`src/hw/rtl/srfr_pkg.sv`:
```
// types and constants of the sensor response frame receiver
`timescale 1ns / 1ps

package srfr_pkg;

    localparam logic [7:0] START_BYTE = 8'hFF;
    localparam logic [7:0] CMD_CODE   = 8'h86;
    localparam int unsigned FRAME_LEN = 9;

    localparam int unsigned POS_W = 4;
    localparam logic [POS_W-1:0] POS_IDLE  = POS_W'(0);
    localparam logic [POS_W-1:0] POS_CMD   = POS_W'(1);
    localparam logic [POS_W-1:0] POS_HIGH  = POS_W'(2);
    localparam logic [POS_W-1:0] POS_LOW   = POS_W'(3);
    localparam logic [POS_W-1:0] POS_CHECK = POS_W'(FRAME_LEN - 1);

    typedef enum logic [1:0] {
        ST_OK      = 2'd0,
        ST_BAD_CMD = 2'd1,
        ST_BAD_SUM = 2'd2
    } status_t;

endpackage

```
`src/hw/rtl/sensor_response_frame_receiver.sv`:
```
// gas sensor response frame receiver: byte stream in, one status item per frame out
//
//  channel | handshake          | payload
//  --------+--------------------+-------------------------------
//  rx      | rx_valid, rx_stall | rx_byte[7:0]
//  res     | res_valid, res_stall | frame_status[1:0], concentration[15:0]
//
// one byte accepted per cycle while rx_stall is low; a byte passes an input register, then the
// frame logic, and a checksum byte goes on into the result register
// asynchronous active-low reset returns to waiting for a start byte
// rx_stall rises only when a checksum byte meets a full result register that is stalled
// bytes that complete no frame never wait on the result side
`timescale 1ns / 1ps

module sensor_response_frame_receiver (
    input  logic        clk,
    input  logic        rst_n,
    input  logic        rx_valid,
    output logic        rx_stall,
    input  logic [7:0]  rx_byte,
    output logic        res_valid,
    input  logic        res_stall,
    output logic [1:0]  frame_status,
    output logic [15:0] concentration
);

    // input register
    logic       in_valid_reg, in_valid_next;
    logic [7:0] in_byte_reg;

    // frame state
    logic [srfr_pkg::POS_W-1:0] pos_reg, pos_next;
    logic [7:0] sum_reg, sum_next;
    logic       cmd_ok_reg, cmd_ok_next;
    logic [7:0] high_reg, high_next;
    logic [7:0] low_reg, low_next;

    // result register
    logic              res_valid_reg, res_valid_next;
    srfr_pkg::status_t status_reg, status_next;
    logic [15:0]       conc_reg, conc_next;

    logic       waiting;
    logic       produce;
    logic       advance;
    logic [7:0] expect_sum;

    always_comb
    begin
        waiting    = (pos_reg == srfr_pkg::POS_IDLE) ||
                     (pos_reg inside {[srfr_pkg::FRAME_LEN : (1 << srfr_pkg::POS_W) - 1]});
        produce    = in_valid_reg && !waiting && (pos_reg == srfr_pkg::POS_CHECK);
        advance    = !produce || !res_valid_reg || !res_stall;
        expect_sum = 8'(~sum_reg + 8'd1);
    end

    assign rx_stall = !advance;

    always_comb
    begin
        in_valid_next = in_valid_reg;
        if (advance)
        begin
            in_valid_next = rx_valid;
        end
    end

    // frame tracking on the byte held in the input register
    always_comb
    begin
        pos_next    = pos_reg;
        sum_next    = sum_reg;
        cmd_ok_next = cmd_ok_reg;
        high_next   = high_reg;
        low_next    = low_reg;
        if (in_valid_reg && advance)
        begin
            if (waiting)
            begin
                if (in_byte_reg == srfr_pkg::START_BYTE)
                begin
                    pos_next    = srfr_pkg::POS_CMD;
                    sum_next    = 8'd0;
                    cmd_ok_next = 1'b0;
                end
                else
                begin
                    pos_next = srfr_pkg::POS_IDLE;
                end
            end
            else if (pos_reg == srfr_pkg::POS_CHECK)
            begin
                pos_next = srfr_pkg::POS_IDLE;
            end
            else
            begin
                sum_next = 8'(sum_reg + in_byte_reg);
                pos_next = srfr_pkg::POS_W'(pos_reg + srfr_pkg::POS_W'(1));
                case (pos_reg)
                    srfr_pkg::POS_CMD:  cmd_ok_next = (in_byte_reg == srfr_pkg::CMD_CODE);
                    srfr_pkg::POS_HIGH: high_next   = in_byte_reg;
                    srfr_pkg::POS_LOW:  low_next    = in_byte_reg;
                    default:            ;
                endcase
            end
        end
    end

    // result: wrong command wins over checksum mismatch
    always_comb
    begin
        res_valid_next = res_valid_reg && res_stall;
        status_next    = status_reg;
        conc_next      = conc_reg;
        if (produce && advance)
        begin
            res_valid_next = 1'b1;
            if (!cmd_ok_reg)
            begin
                status_next = srfr_pkg::ST_BAD_CMD;
                conc_next   = 16'd0;
            end
            else if (in_byte_reg != expect_sum)
            begin
                status_next = srfr_pkg::ST_BAD_SUM;
                conc_next   = 16'd0;
            end
            else
            begin
                status_next = srfr_pkg::ST_OK;
                conc_next   = {high_reg, low_reg};
            end
        end
    end

    always_ff @(posedge clk or negedge rst_n)
    begin
        if (!rst_n)
        begin
            in_valid_reg  <= 1'b0;
            pos_reg       <= srfr_pkg::POS_IDLE;
            sum_reg       <= 8'd0;
            cmd_ok_reg    <= 1'b0;
            res_valid_reg <= 1'b0;
        end
        else
        begin
            in_valid_reg  <= in_valid_next;
            pos_reg       <= pos_next;
            sum_reg       <= sum_next;
            cmd_ok_reg    <= cmd_ok_next;
            res_valid_reg <= res_valid_next;
        end
    end

    always_ff @(posedge clk)
    begin
        if (advance && rx_valid)
        begin
            in_byte_reg <= rx_byte;
        end
        high_reg   <= high_next;
        low_reg    <= low_next;
        status_reg <= status_next;
        conc_reg   <= conc_next;
    end

    assign res_valid     = res_valid_reg;
    assign frame_status  = status_reg;
    assign concentration = conc_reg;

endmodule

```
`config.mk`:
```
export PLATFORM = sky130hd
export DESIGN_NAME = sensor_response_frame_receiver
export DESIGN_NICKNAME = d
export VERILOG_FILES = /design/src/hw/rtl/srfr_pkg.sv /design/src/hw/rtl/sensor_response_frame_receiver.sv
export SDC_FILE = /design/constraint.sdc
export NUM_CORES = 1
export LEC_CHECK = 0
export BUFFER_PORTS_ARGS = -buffer_cell sky130_fd_sc_hd__buf_2
export CAP_MARGIN = 30
export CORE_MARGIN = 4
export CORE_UTILIZATION = 40
export CTS_CLUSTER_SIZE = 12
export DETAILED_ROUTE_END_ITERATION = 8
export GPL_TIMING_DRIVEN = 1
export HOLD_SLACK_MARGIN = 0.05
export PLACE_DENSITY = 0.59
export SYNTH_ARGS = -nofsm -noshare
export SYNTH_HDL_FRONTEND = slang
export SYNTH_SLANG_ARGS = --single-unit
export TNS_END_PERCENT = 100
```
`constraint.sdc`:
```
create_clock -name clk -period 3.41 [get_ports clk]
set_input_delay 0.8525 -clock clk [delete_from_list [all_inputs] [get_ports clk]]
set_output_delay 0.8525 -clock clk [all_outputs]
set_load 0.01 [all_outputs]
```
# == Word level (Yosys, flattened, before mapping) ==
# Index checks and enable logic that the tools add are counted.
# classes
add_sub_neg,3
n_lt_le_gt_ge,2
n_eq_ne,9
mux,12
bitwise_logic,4
reduce_logical,22
# ops
op,n
two-way mux 8 bit,3
equality test 8 bit (second input constant),2
AND reduction 4 bit,3
adder 8 x 1 -> 8 bit (second input constant),1
adder 8 bit,1
equality test 4 x 2 -> 1 bit (second input constant),2
two-way mux 4 bit,2
inequality test 8 bit,1
NOT 8 bit,1
logical AND 1 bit,7
two-way mux 1 bit,6
zero test 1 bit,5
adder 4 x 1 -> 4 bit (second input constant),1
equality test 4 x 1 -> 1 bit (second input constant),1
equality test 4 bit (second input constant),1
greater-or-equal comparator 4 bit (second input constant),1
<= comparator 4 bit (second input constant),1
zero test 4 bit,1
logical OR 1 bit,3
NOT 1 bit,3
AND reduction 3 bit,1
two-way mux 2 bit,1
inequality test 2 x 1 -> 1 bit (second input constant),1
inequality test 2 bit (second input constant),1
2 further kinds,2
# word_totals
reg_bits,57
in_bits,12
out_inout_bits,20
wordCells,62

# == Longest topological paths before layout ==
# Gate-level depths: netlist (run 1).
# logic_depth
word_depth,11
ltp_mapped,9
ltp_nobuf,8

# == Worst setup path before layout (run 1) ==
# No wires, ideal clock.
# synth_path
path_kind,register to register
start,reg pos_reg[0] (netlist bit)
end,"reg conc_reg[0], in the netlist concentration[0] (enable)"
setup_ns,0.399
arrival_ns,2.148
required_time_ns,3.011
setup_slack_ns,0.863
stages_incl_launch_ff,6
path_buffers,0
synth_period_minus_slack_ns,2.547
path_cell_list,dfrtp_1 inv_1 ha_1 nand3b_1 or3_1 a21oi_1
# synth_via
elab_chain_cells,10
word_cells_on_any_way,13
cone_classes,order compare: 2; eq/ne: 1; reduce/logical: 10
# synth_rtl
item,line,source
start: declaration,sensor_response_frame_receiver.sv:32,"logic [srfr_pkg::POS_W-1:0] pos_reg, pos_next;"
start signal: assignment,sensor_response_frame_receiver.sv:141,pos_reg <= srfr_pkg::POS_IDLE;
start signal: assignment,sensor_response_frame_receiver.sv:149,pos_reg <= pos_next;
greater-or-equal comparator 4 bit or <= comparator 4 bit (tied branches),sensor_response_frame_receiver.sv:51,(pos_reg inside {[srfr_pkg::FRAME_LEN : (1 << srfr_pkg::POS_W) - 1]});
logical AND 1 bit,sensor_response_frame_receiver.sv:51,
logical OR 1 bit,sensor_response_frame_receiver.sv:50,waiting = (pos_reg == srfr_pkg::POS_IDLE) ||
zero test 1 bit,sensor_response_frame_receiver.sv:52,produce = in_valid_reg && !waiting && (pos_reg == srfr_pkg::POS_CHECK);
logical AND 1 bit,sensor_response_frame_receiver.sv:52,
logical AND 1 bit *,sensor_response_frame_receiver.sv:52,
zero test 1 bit,sensor_response_frame_receiver.sv:53,advance = !produce || !res_valid_reg || !res_stall;
logical OR 1 bit (2 in a row),sensor_response_frame_receiver.sv:53,
logical AND 1 bit *,sensor_response_frame_receiver.sv:115,if (produce && advance)
end signal: assignment,sensor_response_frame_receiver.sv:165,conc_reg <= conc_next;
end: declaration,sensor_response_frame_receiver.sv:41,"logic [15:0] conc_reg, conc_next;"
# Every way passes the cells marked *; elsewhere a longest branch is shown, timed or not.
# A chain may end at the register's enable or synchronous reset.

# == Worst setup path after layout (run 1) ==
# layout_path
start,reg pos_reg[0] (netlist bit)
end,out rx_stall
# layout_via
elab_chain_cells,10
word_cells_on_any_way,13
cone_classes,order compare: 2; eq/ne: 1; reduce/logical: 10
# layout_rtl
item,line,source
greater-or-equal comparator 4 bit or <= comparator 4 bit (tied branches),sensor_response_frame_receiver.sv:51,
logical AND 1 bit,sensor_response_frame_receiver.sv:51,
logical OR 1 bit,sensor_response_frame_receiver.sv:50,
zero test 1 bit,sensor_response_frame_receiver.sv:52,
logical AND 1 bit,sensor_response_frame_receiver.sv:52,
logical AND 1 bit *,sensor_response_frame_receiver.sv:52,
zero test 1 bit *,sensor_response_frame_receiver.sv:53,
logical OR 1 bit * (2 in a row),sensor_response_frame_receiver.sv:53,
zero test 1 bit *,sensor_response_frame_receiver.sv:57,assign rx_stall = !advance;
end: declaration,sensor_response_frame_receiver.sv:19,"output logic rx_stall,"
# Marks and branches as above.

==> results of run 1 <==
[stage by stage]
step,setup slack [ns],instances,total power [W]
after floorplan,0.863,219,0.00151
after global placement,0.924,325,0.00166
after detailed placement,0.864,325,0.00168
after CTS,0.496,341,0.00236
after global routing,0.316,341,0.00250
final,0.511,341,0.00233
[layout make-up]
cell class,count,share of cell area
multi-input cells,152,0.333
flip-flops and latches,57,0.512
inverters,7,0.00822
repair buffers,32,0.0509
clock inverters,6,0.0258
clock buffers,10,0.0399
well taps,77,0.0301
[worst min-delay path by stage]
stage                                     from                              to  slack [ns]  cells after the start
after global placement    low_reg[6]$_DFFE_PP_  concentration[6]$_SDFFCE_PP0P_        0.50                      1
after CTS                                rst_n          cmd_ok_reg$_DFFE_PN0P_        0.43                      1
after detailed placement  low_reg[5]$_DFFE_PP_  concentration[5]$_SDFFCE_PP0P_        0.50                      1
after floorplan           low_reg[5]$_DFFE_PP_  concentration[5]$_SDFFCE_PP0P_        0.50                      1
final                                    rst_n          pos_reg[0]$_DFFE_PN0N_        0.43                      1
after global routing                     rst_n          pos_reg[0]$_DFFE_PN0N_        0.44                      1
[cell families (layout without fill, tap and decap cells)]
group / count (synthesis) / count (layout) / share of synthesized area
compound gates: 40 / 40 / 0.0980
xor+xnor: 14 / 14 / 0.0497
fa+ha+maj: 14 / 14 / 0.0666
buf+inv: 10 / 55 / 0.0173
flops: 57 / 57 / 0.596
mux: 2 / 2 / 0.00775
simple gates: 82 / 82 / 0.164
[placed cells by master, fill, tap and decap left out, types with 2 or more instances in the layout]
master / n
a21o_1: 4
a21oi_1: 8
and2_1: 3
and2_2: 14
and3_1: 3
buf_2: 31
bufinv_16: 2
clkbuf_8: 9
clkinv_2: 3
dfrtp_1: 15
edfxtp_1: 42
ha_1: 13
inv_1: 7
nand2_1: 21
nand2b_1: 2
nand3_1: 6
nor2_1: 10
nor2b_1: 5
nor3_1: 5
nor4_1: 3
o211ai_1: 2
o21ai_0: 10
o31ai_1: 5
or3_1: 3
xnor2_1: 6
xor2_1: 7
[worst max-delay path: stages, from the launching register on]
cell      delay (ns)
dfrtp_1         0.42
inv_1           0.13
ha_1            0.22
nand3b_1        0.10
or3_1           0.44
nor2_1          0.23
buf_2           0.17
[synthesized netlist by cell type (2+ instances only)]
cell	count
dfrtp_1	15
nor4_1	3
nor2_1	10
a21oi_1	9
and2_2	14
ha_1	13
or3_1	3
xor2_1	7
edfxtp_1	42
nor3_1	5
o31ai_1	5
nand3_1	6
xnor2_1	6
buf_2	2
nand2_1	21
and2_1	3
o21ai_0	10
a21o_1	4
nand2b_1	2
and3_1	3
inv_1	7
nor2b_1	5
o211ai_1	2
[routing by layer]
layer	GRT usage	vias to the layer above	part of all wire
li1	-	878	-
met1	0.157	825	0.46
met2	0.207	41	0.48
met3	0.0308	9	0.044
met4	0.0716	0	0.022
met5	0	-	0
[power by group through the flow]
stage	Sequential, W	Combinational (W)	Clock, W
CTS	0.000961	0.000706	0.000689
floorplan	0.000939	0.000575	0
global placement	0.000973	0.000687	0
finish	0.000963	0.000698	0.000671
global route	0.000978	0.000794	0.000726
detailed placement	0.000975	0.000701	0
==> impl_results.md, run 1 <==
- Worst-Margin Slew: 0.751 ns
- Final ANT Viol Nets: 0
- Filler cells: 560
- Vias per cell: 5.14
- Power Internal: 0.00157 W
- Area Overhead vs Synth: 16.5%
- Max FFs per register: 16
- WL per Instance: 14.4 um
- Drt drc: 0
- Post-DP HPWL: 3530 um
- CTS buffer count: 9
- R2R Setup Slk: 0.98 ns
- Clock slew at the register clock pins of the worst setup and hold paths: 0.07 ns
- Hold Slack: 0.429 ns
- CTS Sinks: 57
- Achievable Freq: 345 MHz
- Mapped cell area: 0.00274 mm^2
- Crit path launch type: flop
- Syn Nets: 245
- Hold buffer count at cts: 0
- Max_slew headroom: 0.499
- Final instance area: 0.00320 mm^2
- Area occupied by multi-input gates: 0.00106 mm^2
- Share of post-route cells with drive strength above 1: 0.265
- Switching share of power: 0.329
- Area share of the largest cell type after synthesis: 0.460
- NetSw: 0.000766 W
- Worst-Skew Late Latency: 0.33 ns
- Synth cell types: 45
- Logic pwr share: 0.299
- H-tree depth: 3
- CTS tree: yes
- Synth warn: 0
- DR vias: 1753
- Post-layout util: 0.492
- Die width: 90.8 um
- Net count, final: 285
- Data arrival time of the worst path: 2.05 ns
- Critical Path Start: pos_reg[0]$_DFFE_PN0N_
- Final setup TNS: 0 ns
- Final clock skew: 0.00849 ns
- Post-CTS setup buffers: 0
- DRT iter0 DRCs: 106
- Gpl congestion: 0.815
- Sequential cell area: 0.00164 mm^2
- Router iterations before antenna repair: 4
- Post-synth EDFFs: 42
- Antenna violations before repair: 0
- WS Path Type: flop to output port
- I/O Buffers: 31
- Clock buffer depth: 2
- Worst IR Drop VDD: 228 uV
- Tot GR Track Use: 0.128
- Final period util: 0.850
- Vias in the first global route: 1651
- Placed inst area: 0.00299 mm^2
- # IOs: 32
- Status: finished, final reports clean
- Clock Power Share: 0.288
- Fin. Hold Viols: 0
- P per Cell Area: 730 mW/mm^2
- Critical Path RT: 2.56 ns
- Reg2Reg Depth: 8
- Root buffer cell: clkbuf_8
- DRT Wirelength: 4900 um
- Synth area leaders: edfxtp_1 (46%), dfrtp_1 (14%), ha_1 (5.9%)
- Die Area: 0.00825 mm^2
- Seq/Total Area, Yosys: 0.596
- Synthesized instance count: 219
- Asr flop ratio synth: 0.263
- End of the critical path: rx_stall
- Max FO, Critical Path: 5
- Post-synth top flop: edfxtp_1
- Setup violators final: 0
- Hold WC Path Type: input port to async pin
- Starting Density: 0.422
- Lkg Pwr: 1.27 nW
- MaxCap Viol Count: 0
- # resized after CTS: 0
- Post-synth top area cell: edfxtp_1
- Die height: 90.8 um
- Power share of the sequential group: 0.413
- Core Footprint: 0.00649 mm^2
- Seq cells post-synth: 57
- Largest net degree at the start of global routing: 19
- Syn_area_per_cell: 12.5 um^2
- Critical path endpoint category: output port
- Grt total ovfl: 0
- Reg-to-reg critical path endpoint: concentration[12]$_SDFFCE_PP0P_
- Clock period minus worst slack: 2.90 ns
- First-pass GRT wire length: 8170 um
- RSZ-0062 raised after global routing: no
- # diodes: 0
- Row count: 29
- Fin. max-slew vios: 0
- RR Startpoint: sum_reg[1]$_DFFE_PN0P_
(Power assumes the default switching activity.)
==> run 2, diff against run 1 <==
--- a/config.mk
+++ b/config.mk
@@ -13,6 +13,7 @@
 export DETAILED_ROUTE_END_ITERATION = 8
 export GPL_TIMING_DRIVEN = 1
 export HOLD_SLACK_MARGIN = 0.05
+export MAX_ROUTING_LAYER = met4
 export PLACE_DENSITY = 0.59
 export SYNTH_ARGS = -nofsm -noshare
 export SYNTH_HDL_FRONTEND = slang
==> run 2 against run 1 <==
  * Clock power barely moved
  * Power fell by 0.12%
  * Global-route usage rose by 0.36 points
  * Sequential power barely moved
  * Non-clock buffer count did not move
  * Routed wire length fell by 0.14%
  * Critical path depth did not move
==> impl_results.md, run 2 (same netlist as run 1, synthesis figures left out) <==
- Status: finished, final reports clean
- Fin. max-slew vios: 0
- Hold Slack: 0.431 ns
- Post-DP HPWL: 3530 um
- Row count: 29
- Slowest stage cell, crit path: or3_1
- Final setup TNS: 0 ns
- DRT iter0 DRCs: 109
- I/O Buffers: 31
- CTS tree: yes
- Final ANT Viol Nets: 0
- Commonest cells after routing, fill and taps aside: edfxtp_1 (42), buf_2 (31), nand2_1 (21), dfrtp_1 (15), and2_2 (14)
- WS Path Type: flop to output port
- Worst path max stage delay: 0.44 ns
- Grt total ovfl: 0
- RR Startpoint: sum_reg[1]$_DFFE_PN0P_
- Crit path max-delay family: simple AND/OR/NAND/NOR gates
- Critical Path Start: pos_reg[0]$_DFFE_PN0N_
- Final clock skew: 0.00854 ns
- Max_slew headroom: 0.499
- Die width: 90.8 um
- Commonest non-fill, non-tap cell in the layout: edfxtp_1
- CTS Sinks: 57
- Setup violators final: 0
- # resized after CTS: 0
- Critical Path RT: 2.56 ns
- Tot GR Track Use: 0.132
- # diodes: 0
- RSZ-0062 raised after global routing: no
- Router iterations before antenna repair: 4
- Root buffer cell: clkbuf_8
- Crit path launch type: flop
- Die height: 90.8 um
- Vias in the first global route: 1651
- Buffers plus inverters on the worst setup path: 2
- MaxCap Viol Count: 0
- Hold buffer count at cts: 0
- Max FFs per register: 16
- Max FO, Critical Path: 5
- Final period util: 0.848
- Critical path endpoint category: output port
- Worst-Margin Slew: 0.751 ns
- Achievable Freq: 346 MHz
- P per Cell Area: 729 mW/mm^2
- Worst-path cell chain: inv_1 > ha_1 > nand3b_1 > or3_1 > nor2_1 > buf_2
- Net count, final: 285
- DR vias: 1752
- Core Footprint: 0.00649 mm^2
- Fin. Hold Viols: 0
- Post-CTS setup buffers: 0
- Worst IR Drop VDD: 228 uV
- # IOs: 32
- Clock period minus worst slack: 2.89 ns
- Largest net degree at the start of global routing: 19
- DRT Wirelength: 4890 um
- Share of post-route cells with drive strength above 1: 0.265
- Drt drc: 0
- First-pass GRT wire length: 8170 um
- Clock slew at the register clock pins of the worst setup and hold paths: 0.07 ns
- H-tree depth: 3
- WL per Instance: 14.4 um
- Clock buffer depth: 2
- Area Overhead vs Synth: 16.5%
- Worst-Skew Late Latency: 0.32 ns
- Hold WC Path Type: input port to async pin
- Antenna violations before repair: 0
- Lkg Pwr: 1.27 nW
- Vias per cell: 5.14
- Gpl congestion: 0.827
- Die Area: 0.00825 mm^2
- Starting Density: 0.422
- Data arrival time of the worst path: 2.04 ns
- CTS buffer count: 9
run 2: cell counts in the layout (fill, tap and decap cells not counted):
No cell type changed its count.
run 2: power by group:
group / total [W] / internal (W) / switching, W
clock: 0.000668 / 0.000407 / 0.000261
combinational: 0.000698 / 0.000316 / 0.000382
sequential: 0.000963 / 0.000843 / 0.000121
total: 0.00233 / 0.00157 / 0.000763
run 2: metrics by stage:
stage	utilization	cell area, um^2	power [W]	setup slack [ns]	cells
after floorplan	-	2740	0.00151	0.863	219
after global placement	0.460	2990	0.00166	0.924	325
after detailed placement	0.460	2990	0.00168	0.864	325
after CTS	0.492	3200	0.00236	0.496	341
after global routing	0.492	3200	0.00250	0.316	341
final	0.492	3200	0.00233	0.519	341
run 2: worst paths after layout:
check                                                   to  slack [ns]  depth (start not counted)
setup reg to reg           concentration[12]$_SDFFCE_PP0P_        0.99                          8
setup / recovery                                  rx_stall        0.52                          6
min in group clk            concentration[5]$_SDFFCE_PP0P_        0.52                          1
hold reg to reg             concentration[5]$_SDFFCE_PP0P_        0.52                          1
max in group asynchronous           sum_reg[3]$_DFFE_PN0P_        2.71                          1
hold / removal                      pos_reg[0]$_DFFE_PN0N_        0.43                          1
run 2: final cells by class:
type | instances | area, um^2
clock buffers | 10 | 128
clock inverters | 6 | 82.6
fillers | 560 | 3300
inverters | 7 | 26.3
multi-input cells | 152 | 1060
flip-flops and latches | 57 | 1640
well taps | 77 | 96.3
repair buffers | 32 | 163
run 2: per-layer routing:
layer / share of wire / wire length, um / GRT usage / up-vias
li1: - / - / - / 879
met1: 0.46 / 2250 / 0.157 / 826
met2: 0.48 / 2350 / 0.207 / 39
met3: 0.041 / 200 / 0.0308 / 8
met4: 0.019 / 91 / 0.0716 / 0
met5: 0 / 0 / - / -
